--- src/rtl/esc_pkg.sv ---
package esc_pkg;

    localparam int FRAMES_DEF    = 16;
    localparam int PAGE_BITS_DEF = 16;

    localparam int CFG_W       = 5;
    localparam logic [CFG_W-1:0] CFG_RESET = 5'd16;

    // fixed result field widths
    localparam int VPAGE_W    = 16;
    localparam int SLOT_OUT_W = 4;
    localparam int M_W        = 24;

    // flags carried by the scan token from cell to cell
    typedef struct packed {
        logic valid;
        logic hit;
        logic bc_found;   // slot with reference and modify both clear
        logic cl_found;   // slot with modify clear
    } scan_flags_t;

    // update broadcast to every cell at the end of a lookup
    typedef struct packed {
        logic en;
        logic hit;
        logic fill;
        logic repl;
        logic bc_found;
    } apply_t;

endpackage

--- src/rtl/enhanced_second_chance_replacer.sv ---
// Enhanced second chance page replacer. Each input transaction is one page
// reference (page number and a write flag); each one yields exactly one result
// transaction with hit, the slot now holding the page, whether a page was
// evicted, and the evicted page and its modify bit. The frame table lives in a
// row of FRAMES cells, each holding one slot's page, reference bit and modify
// bit. A lookup sends a token down the row, one cell per cycle, collecting the
// hit slot and the replacement candidates; the decision is then broadcast to
// all cells together. A reference occupies the block from acceptance until the
// token has walked the cell row and the decision is applied, so only one is in
// flight at a time; a stalled result port adds its stall.
// The result sits in an output register, so the block is ready for the next
// reference while the previous result is still waiting. frames_in_use limits
// how many slots fill before replacement starts (0 acts as 1, values above
// FRAMES act as FRAMES); write it only while no reference is in flight.
module enhanced_second_chance_replacer
    import esc_pkg::*;
#(
    parameter int FRAMES    = FRAMES_DEF,
    parameter int PAGE_BITS = PAGE_BITS_DEF,
    localparam int S_W      = ((PAGE_BITS + 1 + 7) / 8) * 8
) (
    input  logic             aclk,
    input  logic             aresetn,
    // reference input
    input  logic             s_tvalid,
    output logic             s_tready,
    input  logic [S_W-1:0]   s_tdata,   // page [PAGE_BITS-1:0], write, zero pad
    // result output
    output logic             m_tvalid,
    input  logic             m_tready,
    output logic [M_W-1:0]   m_tdata,   // hit, slot[4], replaced, victim_page[16],
                                        // victim_dirty, zero pad
    // frames_in_use register
    input  logic             cfg_wr_en,
    input  logic [CFG_W-1:0] cfg_wr_data
);

    localparam int SLOT_W = (FRAMES > 1) ? $clog2(FRAMES) : 1;
    localparam int CNT_W  = $clog2(FRAMES + 1);

    typedef enum logic [1:0] {
        IDLE,
        SCAN,
        DONE
    } state_t;

    state_t               state_reg;
    logic [CFG_W-1:0]     cfg_reg;
    logic [CNT_W-1:0]     filled_reg;
    logic [CNT_W-1:0]     limit;
    logic                 launch_reg;

    // request held for the whole lookup, seen by every cell
    logic [PAGE_BITS-1:0] req_page_reg;
    logic                 req_write_reg;

    // token chain between cells
    scan_flags_t          tok  [FRAMES+1];
    logic [SLOT_W-1:0]    hs   [FRAMES+1];
    logic [SLOT_W-1:0]    bcs  [FRAMES+1];
    logic [PAGE_BITS-1:0] bcp  [FRAMES+1];
    logic [SLOT_W-1:0]    cls  [FRAMES+1];
    logic [PAGE_BITS-1:0] clp  [FRAMES+1];

    // token captured at the end of the row
    scan_flags_t          res_flags_reg;
    logic [SLOT_W-1:0]    res_hs_reg, res_bcs_reg, res_cls_reg;
    logic [PAGE_BITS-1:0] res_bcp_reg, res_clp_reg;

    logic                 m_tvalid_reg;
    logic [M_W-1:0]       m_tdata_reg;

    apply_t               apply;
    logic [SLOT_W-1:0]    target;
    logic                 out_free, do_fill, do_repl, vdirty;
    logic [PAGE_BITS-1:0] vpage;
    logic [VPAGE_W+PAGE_BITS-1:0] vpage_ext;
    logic [SLOT_OUT_W+SLOT_W-1:0] slot_ext;
    logic                 s_accept;

    // saturate the register into the usable range
    always_comb begin
        if (cfg_reg == '0) begin
            limit = CNT_W'(1);
        end else if (32'(cfg_reg) > 32'(FRAMES)) begin
            limit = CNT_W'(FRAMES);
        end else begin
            limit = CNT_W'(cfg_reg);
        end
    end

    assign s_tready = (state_reg == IDLE);
    assign s_accept = s_tvalid && s_tready;
    assign out_free = !m_tvalid_reg || m_tready;

    // token enters cell 0 empty, in the cycle after the request is taken
    always_comb begin
        tok[0]       = '0;
        tok[0].valid = launch_reg;
        hs[0]        = '0;
        bcs[0]       = '0;
        bcp[0]       = '0;
        cls[0]       = '0;
        clp[0]       = '0;
    end

    genvar g;
    generate
        for (g = 0; g < FRAMES; g++) begin : g_cell
            esc_cell #(
                .IDX       (g),
                .PAGE_BITS (PAGE_BITS),
                .SLOT_W    (SLOT_W),
                .CNT_W     (CNT_W)
            ) u_cell (
                .aclk         (aclk),
                .aresetn      (aresetn),
                .req_page     (req_page_reg),
                .req_write    (req_write_reg),
                .filled       (filled_reg),
                .limit        (limit),
                .apply        (apply),
                .apply_slot   (target),
                .tok_in       (tok[g]),
                .hit_slot_in  (hs[g]),
                .bc_slot_in   (bcs[g]),
                .bc_page_in   (bcp[g]),
                .cl_slot_in   (cls[g]),
                .cl_page_in   (clp[g]),
                .tok_out      (tok[g+1]),
                .hit_slot_out (hs[g+1]),
                .bc_slot_out  (bcs[g+1]),
                .bc_page_out  (bcp[g+1]),
                .cl_slot_out  (cls[g+1]),
                .cl_page_out  (clp[g+1])
            );
        end
    endgenerate

    // decision from the captured token
    always_comb begin
        do_fill = !res_flags_reg.hit && (filled_reg < limit);
        do_repl = !res_flags_reg.hit && !(filled_reg < limit);
        if (res_flags_reg.hit) begin
            target = res_hs_reg;
        end else if (do_fill) begin
            target = filled_reg[SLOT_W-1:0];
        end else if (res_flags_reg.bc_found) begin
            target = res_bcs_reg;
        end else begin
            // first clean slot, or slot 0 when every slot is modified
            target = res_cls_reg;
        end
        vpage  = '0;
        vdirty = 1'b0;
        if (do_repl) begin
            vpage  = res_flags_reg.bc_found ? res_bcp_reg : res_clp_reg;
            vdirty = !res_flags_reg.bc_found && !res_flags_reg.cl_found;
        end
        apply.en       = (state_reg == DONE) && out_free;
        apply.hit      = res_flags_reg.hit;
        apply.fill     = do_fill;
        apply.repl     = do_repl;
        apply.bc_found = res_flags_reg.bc_found;
        vpage_ext      = {{VPAGE_W{1'b0}}, vpage};
        slot_ext       = {{SLOT_OUT_W{1'b0}}, target};
    end

    always_ff @(posedge aclk) begin
        if (!aresetn) begin
            state_reg    <= IDLE;
            cfg_reg      <= CFG_RESET;
            filled_reg   <= '0;
            launch_reg   <= 1'b0;
            m_tvalid_reg <= 1'b0;
        end else begin
            if (cfg_wr_en) begin
                cfg_reg <= cfg_wr_data;
            end
            launch_reg <= s_accept;
            // a new result replacing the one just taken keeps valid high
            if (m_tvalid_reg && m_tready && !apply.en) begin
                m_tvalid_reg <= 1'b0;
            end
            case (state_reg)
                IDLE: begin
                    if (s_accept) begin
                        state_reg <= SCAN;
                    end
                end
                SCAN: begin
                    if (tok[FRAMES].valid) begin
                        state_reg <= DONE;
                    end
                end
                DONE: begin
                    if (out_free) begin
                        m_tvalid_reg <= 1'b1;
                        if (do_fill) begin
                            filled_reg <= filled_reg + CNT_W'(1);
                        end
                        state_reg <= IDLE;
                    end
                end
                default: begin
                    state_reg <= IDLE;
                end
            endcase
        end
    end

    // payload registers
    always_ff @(posedge aclk) begin
        if (s_accept) begin
            req_page_reg  <= s_tdata[PAGE_BITS-1:0];
            req_write_reg <= s_tdata[PAGE_BITS];
        end
        if (state_reg == SCAN && tok[FRAMES].valid) begin
            res_flags_reg <= tok[FRAMES];
            res_hs_reg    <= hs[FRAMES];
            res_bcs_reg   <= bcs[FRAMES];
            res_bcp_reg   <= bcp[FRAMES];
            res_cls_reg   <= cls[FRAMES];
            res_clp_reg   <= clp[FRAMES];
        end
        if (apply.en) begin
            m_tdata_reg <= {1'b0, vdirty, vpage_ext[VPAGE_W-1:0], do_repl,
                            slot_ext[SLOT_OUT_W-1:0], res_flags_reg.hit};
        end
    end

    assign m_tvalid = m_tvalid_reg;
    assign m_tdata  = m_tdata_reg;

endmodule

--- src/rtl/esc_cell.sv ---
module esc_cell
    import esc_pkg::*;
#(
    parameter int IDX       = 0,
    parameter int PAGE_BITS = PAGE_BITS_DEF,
    parameter int SLOT_W    = 4,
    parameter int CNT_W     = 5
) (
    input  logic                 aclk,
    input  logic                 aresetn,
    input  logic [PAGE_BITS-1:0] req_page,
    input  logic                 req_write,
    input  logic [CNT_W-1:0]     filled,
    input  logic [CNT_W-1:0]     limit,
    input  apply_t               apply,
    input  logic [SLOT_W-1:0]    apply_slot,
    input  scan_flags_t          tok_in,
    input  logic [SLOT_W-1:0]    hit_slot_in,
    input  logic [SLOT_W-1:0]    bc_slot_in,
    input  logic [PAGE_BITS-1:0] bc_page_in,
    input  logic [SLOT_W-1:0]    cl_slot_in,
    input  logic [PAGE_BITS-1:0] cl_page_in,
    output scan_flags_t          tok_out,
    output logic [SLOT_W-1:0]    hit_slot_out,
    output logic [SLOT_W-1:0]    bc_slot_out,
    output logic [PAGE_BITS-1:0] bc_page_out,
    output logic [SLOT_W-1:0]    cl_slot_out,
    output logic [PAGE_BITS-1:0] cl_page_out
);

    localparam logic [SLOT_W-1:0] MY_SLOT = SLOT_W'(IDX);
    localparam logic [CNT_W-1:0]  MY_CNT  = CNT_W'(IDX);

    logic [PAGE_BITS-1:0] page_reg;
    logic                 ref_reg;
    logic                 dirty_reg;

    scan_flags_t          tok_reg, tok_next;
    logic [SLOT_W-1:0]    hs_reg, hs_next, bcs_reg, bcs_next, cls_reg, cls_next;
    logic [PAGE_BITS-1:0] bcp_reg, bcp_next, clp_reg, clp_next;

    logic occupied, in_range, is_me;

    assign occupied = MY_CNT < filled;
    assign in_range = MY_CNT < limit;
    assign is_me    = apply_slot == MY_SLOT;

    always_comb begin
        tok_next = tok_in;
        hs_next  = hit_slot_in;
        bcs_next = bc_slot_in;
        bcp_next = bc_page_in;
        cls_next = cl_slot_in;
        clp_next = cl_page_in;
        if (occupied && (page_reg == req_page) && !tok_in.hit) begin
            tok_next.hit = 1'b1;
            hs_next      = MY_SLOT;
        end
        if (in_range && !ref_reg && !dirty_reg && !tok_in.bc_found) begin
            tok_next.bc_found = 1'b1;
            bcs_next          = MY_SLOT;
            bcp_next          = page_reg;
        end
        // slot 0 is the fallback victim when every slot is modified
        if (IDX == 0) begin
            clp_next = page_reg;
        end
        if (in_range && !dirty_reg && !tok_in.cl_found) begin
            tok_next.cl_found = 1'b1;
            cls_next          = MY_SLOT;
            clp_next          = page_reg;
        end
    end

    always_ff @(posedge aclk) begin
        if (!aresetn) begin
            tok_reg   <= '0;
            ref_reg   <= 1'b0;
            dirty_reg <= 1'b0;
        end else begin
            tok_reg <= tok_next;
            if (apply.en) begin
                if (is_me) begin
                    if (apply.hit) begin
                        ref_reg   <= 1'b1;
                        dirty_reg <= dirty_reg | req_write;
                    end else if (apply.fill || apply.repl) begin
                        ref_reg   <= 1'b1;
                        dirty_reg <= req_write;
                    end
                end else if (apply.repl && in_range &&
                             (!apply.bc_found || (MY_SLOT < apply_slot))) begin
                    ref_reg <= 1'b0;
                end
            end
        end
    end

    always_ff @(posedge aclk) begin
        hs_reg  <= hs_next;
        bcs_reg <= bcs_next;
        bcp_reg <= bcp_next;
        cls_reg <= cls_next;
        clp_reg <= clp_next;
        if (apply.en && is_me && !apply.hit && (apply.fill || apply.repl)) begin
            page_reg <= req_page;
        end
    end

    assign tok_out      = tok_reg;
    assign hit_slot_out = hs_reg;
    assign bc_slot_out  = bcs_reg;
    assign bc_page_out  = bcp_reg;
    assign cl_slot_out  = cls_reg;
    assign cl_page_out  = clp_reg;

endmodule

--- config.mk ---
export PLATFORM = sky130hd
export DESIGN_NAME = enhanced_second_chance_replacer
export DESIGN_NICKNAME = d
export VERILOG_FILES = /design/src/rtl/esc_pkg.sv /design/src/rtl/enhanced_second_chance_replacer.sv /design/src/rtl/esc_cell.sv
export SDC_FILE = /design/constraint.sdc
export NUM_CORES = 1
export LEC_CHECK = 0
export BUFFER_PORTS_ARGS = -buffer_cell sky130_fd_sc_hd__buf_2
export CAP_MARGIN = 20
export CORE_MARGIN = 2
export CORE_UTILIZATION = 50
export CTS_BUF_LIST = sky130_fd_sc_hd__clkbuf_8
export DETAILED_ROUTE_END_ITERATION = 12
export GPL_ROUTABILITY_DRIVEN = 0
export PLACE_DENSITY = 0.72
export RECOVER_POWER = 100
export SETUP_SLACK_MARGIN = 0.4
export SYNTH_ARGS = -nofsm -noshare
export SYNTH_HDL_FRONTEND = slang
export SYNTH_SLANG_ARGS = --single-unit
export TNS_END_PERCENT = 50
--- constraint.sdc ---
create_clock -name aclk -period 7.8 [get_ports aclk]
set_clock_uncertainty 0.1 [all_clocks]
set_input_delay 0.39 -clock aclk [delete_from_list [all_inputs] [get_ports aclk]]
set_output_delay 0.39 -clock aclk [all_outputs]
set_load 0.01 [all_outputs]
## Word-level counts from Yosys, hierarchy flattened

Cells that the tools add are included.

- Add/subtract/negate cells: 1
- $lt $le $gt $ge: 50
- Equality and inequality tests: 52
- Multiplexer cells: 145
- Bitwise logic cells: 16
- Reduce and logical (&&, ||, !) cells: 352

Operators by type and width:

| operator | number |
|---|---|
| two-way mux 16 bit | 31 |
| equality test 16 bit | 16 |
| logical AND 1 bit | 197 |
| two-way mux 1 bit | 105 |
| AND reduction 3 bit | 34 |
| logical NOT 1 bit | 83 |
| less-than comparator 4 x 5 -> 1 bit, first input constant | 16 |
| != test 3 bit, second input constant | 16 |
| less-than comparator 3 x 5 -> 1 bit, first input constant | 8 |
| nonzero test 2 bit | 17 |
| equality test 4 bit, second input constant | 8 |
| less-than comparator 4 bit, first input constant | 8 |
| less-than comparator 1 x 5 -> 1 bit, first input constant | 4 |
| less-than comparator 2 x 5 -> 1 bit, first input constant | 4 |
| logical OR 1 bit | 18 |
| equality test 4 x 3 -> 1 bit, second input constant | 4 |
| less-than comparator 3 x 4 -> 1 bit, first input constant | 4 |
| OR 1 bit | 16 |
| two-way mux 4 bit | 3 |
| two-way mux 5 bit | 2 |
| equality test 4 x 2 -> 1 bit, second input constant | 2 |
| less-than comparator 1 x 4 -> 1 bit, first input constant | 2 |
| less-than comparator 2 x 4 -> 1 bit, first input constant | 2 |
| two-way mux 2 bit | 3 |
| 12 further kinds | 13 |

- Register bits: 1112
- Output and inout port bits: 26
- Word-level logic and storage cells: 822

## Longest topological paths before layout

Gate-level depths: netlist of run 1.

- Depth after elaboration: 12
- Gate-level depth with buffers: 13
- Depth with buffers taken out: 11

## Hierarchy

Synthesis of run 1 repeated with hierarchy kept, for this count alone.

- Cells, all modules: 2828
- Area total of the unflattened synthesis: 41454.8 sq um

By module, submodules not included:

| module | times used | cells each | area an instance (sq um) | seq. area each (sq um) |
|---|---|---|---|---|
| enhanced_second_chance_replacer | 1 | 234 | 3734.8 | 2892.8 |
| esc_cell at g_cell[6].u_cell | 1 | 167 | 2497.4 | 1481.4 |
| esc_cell at g_cell[10].u_cell | 1 | 166 | 2464.9 | 1481.4 |
| esc_cell at g_cell[12].u_cell | 1 | 163 | 2461.1 | 1481.4 |
| esc_cell at g_cell[2].u_cell | 1 | 162 | 2452.4 | 1481.4 |
| esc_cell at g_cell[1].u_cell | 1 | 163 | 2436.1 | 1481.4 |
| esc_cell at g_cell[5].u_cell | 1 | 163 | 2393.5 | 1481.4 |
| esc_cell at g_cell[8].u_cell | 1 | 161 | 2388.5 | 1481.4 |
| esc_cell at g_cell[4].u_cell | 1 | 168 | 2344.7 | 1481.4 |
| esc_cell at g_cell[14].u_cell | 1 | 164 | 2329.7 | 1481.4 |
| esc_cell at g_cell[3].u_cell | 1 | 166 | 2322.2 | 1481.4 |
| esc_cell at g_cell[11].u_cell | 1 | 160 | 2308.5 | 1481.4 |
| esc_cell at g_cell[9].u_cell | 1 | 166 | 2297.2 | 1481.4 |
| esc_cell at g_cell[13].u_cell | 1 | 165 | 2293.4 | 1481.4 |
| +3 rows | n/a | n/a | n/a | n/a |

## Least setup slack after synthesis of run 1

Ideal clock, no wire load.

- Kind: register to register
- From: reg cfg_reg[4]
- To: reg g_cell[0].u_cell.page_reg[0], enable pin
- Library setup time: 0.412 ns
- Arrival: 3.668 ns
- Data required time: 7.288 ns
- Setup slack: 3.621 ns
- Cell stages (with the launch flop): 11
- Path buffers: 2
- Period minus slack after synthesis: 4.179 ns
- Cells stage by stage: dfxtp_1 buf_2 inv_1 ha_1 nand4_1 a211o_4 a221oi_4 o31ai_4 or3_1 buf_2 nor3_1

- Word-level cells in the longest chain between the ends: 11

Ends and longest elaborated chain:

| what | line | source |
|---|---|---|
| start: declaration | enhanced_second_chance_replacer.sv:48 | `logic [CFG_W-1:0] cfg_reg;` |
| start signal: assignment | enhanced_second_chance_replacer.sv:178 | `cfg_reg <= cfg_wr_data;` |
| > comparator 5 bit | enhanced_second_chance_replacer.sv:85 | `end else if (32'(cfg_reg) > 32'(FRAMES)) begin` |
| two-way mux 5 bit | enhanced_second_chance_replacer.sv:85 |  |
| two-way mux 5 bit * | enhanced_second_chance_replacer.sv:83 | `if (cfg_reg == '0) begin` |
| less-than comparator 5 bit * | enhanced_second_chance_replacer.sv:142 | `do_fill = !res_flags_reg.hit && (filled_reg < limit);` |
| logical AND 1 bit * | enhanced_second_chance_replacer.sv:142 |  |
| two-way mux 4 bit * | enhanced_second_chance_replacer.sv:146 | `end else if (do_fill) begin` |
| two-way mux 4 bit * | enhanced_second_chance_replacer.sv:144 | `if (res_flags_reg.hit) begin` |
| via g_cell[0].u_cell.apply_slot[0] | esc_cell.sv:16 | `input logic [SLOT_W-1:0] apply_slot,` |
| logical NOT 4 bit * | esc_cell.sv:46 | `assign is_me = apply_slot == MY_SLOT;` |
| logical AND 1 bit * (3 in a row) | esc_cell.sv:105 | `if (apply.en && is_me && !apply.hit && (apply.fill \|\| apply.repl)) begin` |
| end signal: assignment | esc_cell.sv:106 | `page_reg <= req_page;` |
| end: declaration | esc_cell.sv:34 | `logic [PAGE_BITS-1:0] page_reg;` |

The timed path passes the listed nets; every way through them passes the cells marked *.
A chain may end at the register's enable or synchronous reset.

## Final worst setup path of run 1

- From: reg cfg_reg[4]
- To: reg g_cell[14].u_cell.page_reg[13], enable pin

- Word-level cells in the longest chain between the ends: 11

Ends and longest elaborated chain:

| what | line |
|---|---|
| > comparator 5 bit | enhanced_second_chance_replacer.sv:85 |
| two-way mux 5 bit | enhanced_second_chance_replacer.sv:85 |
| two-way mux 5 bit * | enhanced_second_chance_replacer.sv:83 |
| less-than comparator 5 bit * | enhanced_second_chance_replacer.sv:142, enhanced_second_chance_replacer.sv:143 |
| logical AND 1 bit | enhanced_second_chance_replacer.sv:142 |
| two-way mux 4 bit | enhanced_second_chance_replacer.sv:146 |
| two-way mux 4 bit | enhanced_second_chance_replacer.sv:144 |
| equality test 4 bit | esc_cell.sv:46 |
| logical AND 1 bit (2 in a row) | esc_cell.sv:105 |
| logical AND 1 bit * | esc_cell.sv:105 |
| end signal: assignment | esc_cell.sv:106 |
| end: declaration | esc_cell.sv:34 |

Every way passes the cells marked *; elsewhere a longest branch is shown, timed or not.

==> results of run 1 <==
==> per-layer routing <==
| layer | track usage | up-vias | wire (um) |
|---|---|---|---|
| met2 | 0.370 | 495 | 41100 |
| li1 | - | 9813 | - |
| met4 | 0.100 | 0 | 3070 |
| met5 | 0 | - | 0 |
| met3 | 0.0356 | 172 | 3200 |
| met1 | 0.235 | 10100 | 32100 |
==> critical path, stage by stage, from the launching register on <==
cell and delay (ns):
dfxtp_1 0.46, nor4_1 1.50, a211o_4 0.36, a221oi_1 0.10, o31ai_1 1.20, nand3b_1 0.74, nor3_1 0.39, clkbuf_1 0.78
==> cells in the mapped netlist (6+ instances only) <==
cell / count
o31ai_1: 9
clkbuf_1: 93
a21oi_1: 35
nand4_1: 24
nor2_1: 133
o22ai_1: 11
edfxtp_1: 343
nand2b_1: 7
a31oi_1: 6
mux2i_1: 21
nor4_1: 56
xnor2_1: 100
nor3_1: 55
o21ai_0: 9
buf_1: 9
or2_1: 10
inv_1: 18
buf_2: 12
nor2b_1: 57
and2_1: 35
nand2_1: 39
xor2_1: 160
dfxtp_1: 769
mux2_2: 480
or2_2: 94
nand3_1: 19
==> path summary, 6_finish.rpt <==
check / startpoint / to / slack [ns] / cells past startpoint
worst max register to register: cfg_reg[4]$_SDFFE_PN1P_ / g_cell[14].u_cell.page_reg[13]$_DFFE_PP_ / 1.76 / 7
worst min register to register: g_cell[15].u_cell.cl_page_out[5]$_DFF_P_ / res_clp_reg[5]$_DFFE_PP_ / 0.30 / 0
worst min-delay path: s_tdata[5] / req_page_reg[5]$_DFFE_PP_ / 0.21 / 2
worst max-delay path: cfg_reg[4]$_SDFFE_PN1P_ / g_cell[14].u_cell.page_reg[13]$_DFFE_PP_ / 1.76 / 7
==> repair_timing <==
item,CTS,global route
hold buffers,30,0
buffers inserted,0,0
hold endpoints to repair,26,0
==> power by group through the flow <==
stage | Clock (uW) | Sequential, uW | Combinational, uW
2_1_floorplan | 0 | 6480 | 527
3_3_place_gp | 0 | 6510 | 715
3_5_place_dp | 0 | 6530 | 722
4_1_cts | 4850 | 6400 | 744
6_report | 4750 | 6400 | 725
5_1_grt | 5120 | 6430 | 780
==> through the flow <==
step | worst slack, ns | total power, uW | hold WS (ns) | area [um^2] | cells
after detailed placement | 3.43 | 7250 | 0.289 | 39700 | 3649
final | 1.76 | 11900 | 0.209 | 43000 | 3997
after global placement | 3.60 | 7230 | 0.286 | 39700 | 3649
after floorplan | 3.62 | 7000 | 0.281 | 37900 | 2674
after global routing | 1.54 | 12300 | 0.161 | 43000 | 3997
after CTS | 3.38 | 12000 | 0.0849 | 43500 | 3996
==> logic make-up after synthesis <==
logic type | Yosys count | share of synthesized area
AOI/OAI and AO/OA | 107 | 0.0193
xor gates and xnor gates | 260 | 0.0600
adders and majority gates | 5 | 0.00165
buffers and inverters | 136 | 0.0141
DFF | 1112 | 0.677
muxes | 501 | 0.148
other | 1 | 0.0000989
and+or+nand+nor | 552 | 0.0793
==> area by class of cell <==
type	instances	area, um^2
Fill cell	6007	31800
Sequential cell	1112	25700
Multi-Input combinational cell	1426	11700
Clock buffer	210	2890
Tap cell	969	1210
Timing Repair Buffer	152	801
Clock inverter	107	628
Inverter	20	75.1
Antenna cell	1	2.50
==> flow_summary_export.csv, run 1 <==
group,metric,value,unit
route,drt_iter0_drc,1274,
timing,fin_crit_sh,0.775,
timing,slew_headroom,-1.35,
die,die_w,279,um
route,ant_nets,0,
timing,min_period,6.04,ns
route,drc,0,
status,status,"finished, violations left",
clock_network,cts_buffers,170,
timing,hold_viol,0,
yosys,synth_area_leader_cell,"dfxtp_1",
finish,areaGrowthSynthToFinish,13.4,%
power,p_per_area,276,mW/mm^2
yosys,async_flop_share,0,
clock_network,cts-root-buf,"clkbuf_8",
die,num_io_pins,60,
power,ir_drop,0.175,mV
finish,layout_commonest_cell,"dfxtp_1",
die,fp.dieH,279,um
yosys,netlist_instances,2674,
yosys,netlist_area,0.0379,mm^2
global_routing,grt_max_degree,71,
power,switching_share,0.225,
timing,fmax,165,MHz
route,drt-total-wl,79500,um
global_routing,grt_pass1_wl,124000,um
timing,slew_viol_final,733,
die,initial_core_util,0.507,
clock_network,htree_num_levels,4,
power,power_switching,2670,uW
die,rows,100,
power,p_leak,0.0161,uW
placement,io_buffer_count,51,
route,first_pass_iters,5,
status,violations,"max-capacitance violations, max-slew violations",
worst_setup_path,arrival,6.34,ns
placement,hpwl,54500,um
worst_hold_path,hp-class,"input pin to flip-flop",
global_routing,grt_pass1_vias,22300,
route,avgRoutedWirePerCell,19.9,um
yosys,synthDominantCellAreaShare,0.406,
finish,mostFrequentLayoutCells,"769 x dfxtp_1, 452 x mux2_2, 343 x edfxtp_1",
power,intPower,9200,uW
worst_setup_path,cp_max_fo,17,
clock_network,clockBufferDepth,3,
yosys,synth_ff_type,"dfxtp_1",
global_routing,antenna_found_initial,1,
timing,rsz0062_at_grt,"no",
timing,tns,0,ns
yosys,synth.avg_cell_area,14.2,um^2
power,pwr-share-comb,0.061,
yosys,ys_seq_area_frac,0.677,
global_routing,grt_use_total,0.205,
power,p_seq_frac,0.539,
yosys,ys_seq_elements,1112,
worst_setup_path,cp-start-kind,"flip-flop",
route,via_per_inst,5.14,
clock_network,clk_latency,0.80,ns
timing,worst_pin_slew,3.52,ns
worst_setup_path,cp.required,8.09,ns
yosys,synth_cell_types,62,
worst_setup_path,end_kind,"flip-flop",
yosys,ys_top_cells_by_area,"dfxtp_1 41%, edfxtp_1 27%, mux2_2 14%",
worst_setup_path,critPathKind,"flip-flop to flip-flop",
yosys,synth_edf_count,343,
clock_network,cts.sinks,1112,
clock_network,path_clk_slew,0.07,ns
finish,fin_nets,2921,
route,vias,20500,
die,die-area,0.0781,mm^2
die,coreArea,0.0748,mm^2
yosys,synth_nets,2713,
run,maxCapViolations,22,
clock_network,tritoncts,"built",
timing,final-setup-viol-count,0,
yosys,synth_warnings,0,
finish,drive_gt1_frac,0.278,
finish,final_core_util,0.575,
global_routing,grt-ovfl-total,0,
clock_network,post_cts_resized,0,
power,clockPowerShare,0.400,
(Power assumes the default switching activity.)
==> run 2, diff against run 1 <==
==> constraint.sdc (replaced) <==
create_clock -name aclk -period 5.6 [get_ports aclk]
set_clock_uncertainty 0.1 [all_clocks]
set_input_delay 0.28 -clock aclk [delete_from_list [all_inputs] [get_ports aclk]]
set_output_delay 0.28 -clock aclk [all_outputs]
set_load 0.01 [all_outputs]
==> run 2 against run 1 <==
Effect of this change: first-iteration DRC count is 12% higher; sequential share of layout area is 0.27 points lower; clock-buffer cell count is 8 higher; largest cell class unchanged; worst hold slack worse by 0.14 ns; sequential cell count stayed put; the run still ends with max-capacitance violations, max-slew violations left; combinational power is 37% higher; cell count is 0.35% higher; worst setup slack worse by 1.1 ns; register-to-register slack worse by 1.1 ns; critical path depth stayed put; critical endpoint is now g_cell[14].u_cell.page_reg[15]$_DFFE_PP_; sequential power is 40% higher; maximum frequency is 22% higher.
==> flow_summary_export.csv, run 2 (synthesis results as in run 1) <==
group,metric,value,unit
status,status,"finished, violations left",
status,violations,"max-capacitance violations, max-slew violations",
route,drt-total-wl,80200,um
power,power_switching,3750,uW
die,die_w,279,um
timing,fmax,201,MHz
global_routing,grt-ovfl-total,0,
power,pwr-share-comb,0.060,
finish,fin_nets,2934,
timing,rsz0062_at_grt,"no",
die,initial_core_util,0.507,
die,coreArea,0.0748,mm^2
route,drc,0,
clock_network,clockBufferDepth,3,
route,first_pass_iters,7,
worst_setup_path,cp-start-kind,"flip-flop",
worst_hold_path,hp-class,"input pin to flip-flop",
clock_network,path_clk_slew,0.06,ns
clock_network,cts.sinks,1112,
global_routing,grt_use_total,0.206,
finish,mostFrequentLayoutCells,"769 x dfxtp_1, 439 x mux2_2, 343 x edfxtp_1",
timing,hold_viol,0,
global_routing,grt_pass1_vias,21700,
die,die-area,0.0781,mm^2
worst_setup_path,r2r_slack,0.63,ns
route,avgRoutedWirePerCell,20.0,um
power,intPower,12900,uW
power,finalPower,16600,uW
timing,fin_crit_sh,0.887,
worst_setup_path,cp_max_fo,17,
power,ir_drop,0.238,mV
global_routing,antenna_found_initial,2,
run,maxCapViolations,10,
placement,io_buffer_count,51,
worst_setup_path,cp.required,5.94,ns
placement,hpwl,55700,um
route,ant_nets,0,
route,vias,20700,
finish,nFillCells,5937,
route,via_per_inst,5.15,
timing,final-setup-viol-count,0,
finish,drive_gt1_frac,0.277,
timing,slew_viol_final,302,
clock_network,htree_num_levels,4,
clock_network,clk_latency,0.82,ns
worst_setup_path,arrival,5.31,ns
die,rows,100,
global_routing,grt_pass1_wl,123000,um
die,fp.dieH,279,um
power,switching_share,0.226,
clock_network,post_cts_resized,0,
finish,final_core_util,0.578,
clock_network,cts_hold_buf,31,
power,p_leak,0.0162,uW
global_routing,grt_max_degree,49,
finish,layout_commonest_cell,"dfxtp_1",
route,drt_iter0_drc,1421,
timing,worst_pin_slew,2.59,ns
timing,slew_headroom,-0.729,
timing,min_period,4.97,ns
worst_setup_path,end_kind,"flip-flop",
clock_network,cts-root-buf,"clkbuf_8",
finish,areaGrowthSynthToFinish,14.0,%
power,p_seq_frac,0.538,
clock_network,cts_setup_buffers,0,
clock_network,tritoncts,"built",
power,p_per_area,384,mW/mm^2
clock_network,cts_buffers,168,
worst_setup_path,critPathKind,"flip-flop to flip-flop",
timing,tns,0,ns
die,num_io_pins,60,
power,clockPowerShare,0.403,
[run 2: changes by cell type in the layout (fill, tap and decap cells not counted), sizes merged]
cell / before / now
inv: 95 / 90
buf: 28 / 33
clkinv: 30 / 23
bufinv: 2 / 1
diode: 1 / 2
clkinvlp: 0 / 3
clkbuf: 304 / 321
dlygate4sd3: 30 / 31
[run 2: cell type report]
cell class,count,area [um^2],share of cell area
clock inverter,97,551,0.0127
inverter,20,75.1,0.00174
timing repair buffer,167,900,0.0208
multi-input combinational,1426,11800,0.273
antenna,2,5.00,0.000116
tap,969,1210,0.0281
clock buffer,218,3000,0.0694
sequential,1112,25700,0.595
[run 2: critical path: stages, from the launching register on]
cell	delay [ns]
dfxtp_1	0.46
nor4_1	1.54
a211o_4	0.38
a221oi_1	0.11
o31ai_2	0.80
nand3b_2	0.45
nor3_1	0.31
clkbuf_2	0.45
[run 2: layer usage]
metal  part of all wire  vias up  wire length [um]  track usage
met1               0.42    10100             33600        0.250
met3              0.050      160              3980       0.0403
met5                  0        -                 0            0
met2               0.50      598             40000        0.355
li1                   -     9830                 -            -
met4              0.032        0              2580       0.0968
[run 2: path summary, 6_finish.rpt]
kind,start,to,cells after the start
setup / recovery,cfg_reg[4]$_SDFFE_PN1P_,g_cell[14].u_cell.page_reg[15]$_DFFE_PP_,7
hold / removal,s_tdata[2],req_page_reg[2]$_DFFE_PP_,2
setup reg to reg,cfg_reg[4]$_SDFFE_PN1P_,g_cell[14].u_cell.page_reg[15]$_DFFE_PP_,7
hold reg to reg,g_cell[15].u_cell.hit_slot_out[2]$_SDFF_PP1_,res_hs_reg[2]$_DFFE_PP_,0
[run 2: stage by stage]
step	area [um^2]	cells	hold slack (ns)	worst slack, ns
3_3_place_gp	39800	3662	0.286	1.38
6_report	43200	4011	0.0715	0.631
3_5_place_dp	39800	3662	0.289	1.32
2_1_floorplan	37900	2674	0.279	1.42
5_1_grt	43200	4010	0.0505	0.497
4_1_cts	43600	4008	0.00742	1.30
[run 2: power by group through the flow]
stage,registers (uW),logic [uW],clock network (uW)
floorplan,9020,734,0
global placement,9090,988,0
detailed placement,9110,995,0
CTS,8940,1030,6830
global route,8970,1070,7180
finish,8930,992,6680
==> run 3, diff against run 2 <==
--- a/config.mk
+++ b/config.mk
@@ -5,7 +5,7 @@
 export SDC_FILE = /design/constraint.sdc
 export NUM_CORES = 1
 export LEC_CHECK = 0
-export BUFFER_PORTS_ARGS = -buffer_cell sky130_fd_sc_hd__buf_2
+export BUFFER_PORTS_ARGS = -buffer_cell sky130_fd_sc_hd__clkbuf_2
 export CAP_MARGIN = 20
 export CORE_MARGIN = 2
 export CORE_UTILIZATION = 50
==> constraint.sdc (replaced) <==
create_clock -name aclk -period 5.6 [get_ports aclk]
set_clock_uncertainty 0.1 [all_clocks]
set_input_delay 0.84 -clock aclk [delete_from_list [all_inputs] [get_ports aclk]]
set_output_delay 0.84 -clock aclk [all_outputs]
set_load 0.01 [all_outputs]
==> run 3 against run 2 <==
Effect of this change: the run still ends with max-capacitance violations, max-slew violations left; worst setup slack better by 0.096 ns; largest cell class unchanged; sequential power barely moved; cell area down 1.1%; via count fell by 1.5%; critical path depth unchanged; die area did not move; clock-buffer cell count fell by 18; highest routed layer unchanged; sequential share of layout area rose by 0.67 points.
==> flow_summary_export.csv, run 3 (synthesis results as in run 1) <==
group,metric,value,unit
status,status,"finished, violations left",
status,violations,"max-capacitance violations, max-slew violations",
worst_setup_path,cp-start-kind,"flip-flop",
timing,worst_pin_slew,2.90,ns
clock_network,cts_hold_buf,0,
worst_setup_path,critPathBufInv,1,
timing,hold_viol,0,
worst_setup_path,cp_max_fo,16,
finish,areaGrowthSynthToFinish,12.7,%
timing,fin_hold_ws,0.0940,ns
clock_network,cts.sinks,1112,
timing,slew_headroom,-0.933,
die,initial_core_util,0.507,
finish,drive_gt1_frac,0.272,
route,drc,0,
die,coreArea,0.0748,mm^2
power,p_per_area,383,mW/mm^2
clock_network,tritoncts,"built",
global_routing,grt_max_degree,61,
route,drt_iter0_drc,1412,
global_routing,antenna_found_initial,1,
route,avgRoutedWirePerCell,19.9,um
clock_network,cts-root-buf,"clkbuf_8",
route,ant_nets,0,
route,drt-total-wl,78900,um
finish,finalNonFillerCells,3974,
finish,layout_commonest_cell,"dfxtp_1",
placement,dp_cells,3658,
worst_setup_path,end_kind,"flip-flop",
global_routing,grt_use_total,0.204,
placement,placed_area,0.0398,mm^2
die,num_io_pins,60,
clock_network,path_clk_slew,0.06,ns
die,fp.dieH,279,um
global_routing,grt_pass1_vias,21700,
worst_setup_path,arrival,5.24,ns
clock_network,cts_buffers,169,
worst_setup_path,cp_top_family,"simple AND/OR/NAND/NOR gates",
worst_setup_path,cp_slowest_cell,"nor4_1",
worst_setup_path,cp.required,5.97,ns
clock_network,htree_num_levels,4,
timing,fmax,205,MHz
timing,slew_viol_final,410,
placement,hpwl,55100,um
power,p_leak,0.0161,uW
route,first_pass_iters,5,
die,rows,100,
clock_network,cts_setup_buffers,0,
global_routing,grt_pass1_wl,122000,um
worst_setup_path,critPathMaxStageDelay,1.49,ns
route,vias,20300,
timing,tns,0,ns
run,maxCapViolations,12,
clock_network,clockBufferDepth,3,
placement,io_buffer_count,51,
clock_network,clk_latency,0.82,ns
die,die-area,0.0781,mm^2
route,via_per_inst,5.12,
global_routing,grt-ovfl-total,0,
timing,final-setup-viol-count,0,
timing,min_period,4.87,ns
finish,mostFrequentLayoutCells,"769 x dfxtp_1, 429 x mux2_2, 343 x edfxtp_1",
worst_setup_path,path_cells,"nor4_1 -> a211o_4 -> a221oi_1 -> o31ai_2 -> nand3_1 -> nor3_1 -> buf_4",
timing,rsz0062_at_grt,"no",
die,die_w,279,um
timing,fin_crit_sh,0.870,
clock_network,post_cts_resized,0,
power,ir_drop,0.219,mV
finish,nFillCells,5999,
finish,final_cell_area,0.0427,mm^2
worst_setup_path,critPathKind,"flip-flop to flip-flop",
finish,final_core_util,0.571,
finish,fin_nets,2899,
worst_hold_path,hp-class,"input pin to flip-flop",
==> run 3: cell types whose count changed in the layout (fill, tap and decap cells not counted), moves of 4 or more <==
cell	previous run	this run
nor3_2	13	9
clkbuf_1	97	89
clkinv_1	14	7
clkbuf_2	6	26
inv_1	79	100
clkbuf_8	218	200
nor3_1	47	51
buf_4	12	16
mux2_2	439	429
dlygate4sd3_1	31	0
buf_2	21	0
mux2_1	41	51
==> run 3: layer usage <==
layer  vias to the layer above  global-route usage  share of wire
li1                       9762                   -              -
met1                      9964               0.245           0.42
met2                       480               0.356           0.50
met3                       141              0.0420          0.046
met4                         0              0.0868          0.031
met5                         -                   0              0
==> run 3: stage by stage <==
| stage | power (uW) | worst slack, ns |
|---|---|---|
| 2_1_floorplan | 9750 | 1.42 |
| 3_3_place_gp | 10100 | 1.42 |
| 3_5_place_dp | 10100 | 1.30 |
| 4_1_cts | 16600 | 1.25 |
| 5_1_grt | 17000 | 0.455 |
| 6_report | 16400 | 0.727 |
==> run 3: worst paths after layout <==
| check | startpoint | to | slack, ns | cells after the start |
|---|---|---|---|---|
| max | cfg_reg[4]$_SDFFE_PN1P_ | g_cell[7].u_cell.page_reg[14]$_DFFE_PP_ | 0.73 | 7 |
| min | s_tdata[3] | req_page_reg[3]$_DFFE_PP_ | 0.09 | 1 |
| max reg2reg | cfg_reg[4]$_SDFFE_PN1P_ | g_cell[7].u_cell.page_reg[14]$_DFFE_PP_ | 0.73 | 7 |
| min reg2reg | g_cell[15].u_cell.hit_slot_out[3]$_SDFF_PP1_ | res_hs_reg[3]$_DFFE_PP_ | 0.27 | 0 |
==> run 3: power by group <==
group | switching [uW] | internal [uW] | leakage [uW]
clock network | 3040 | 3430 | 0.00205
logic | 486 | 484 | 0.00451
registers | 155 | 8770 | 0.00952
total | 3690 | 12700 | 0.0161
==> run 3: area by class of cell <==
type	count	area, um^2	area share
Tap cell	969	1210	0.0284
Inverter	20	75.1	0.00176
Clock buffer	200	2750	0.0644
Sequential cell	1112	25700	0.601
Multi-Input combinational cell	1426	11700	0.275
Timing Repair Buffer	131	584	0.0137
Clock inverter	115	678	0.0159
Antenna cell	1	2.50	0.0000585
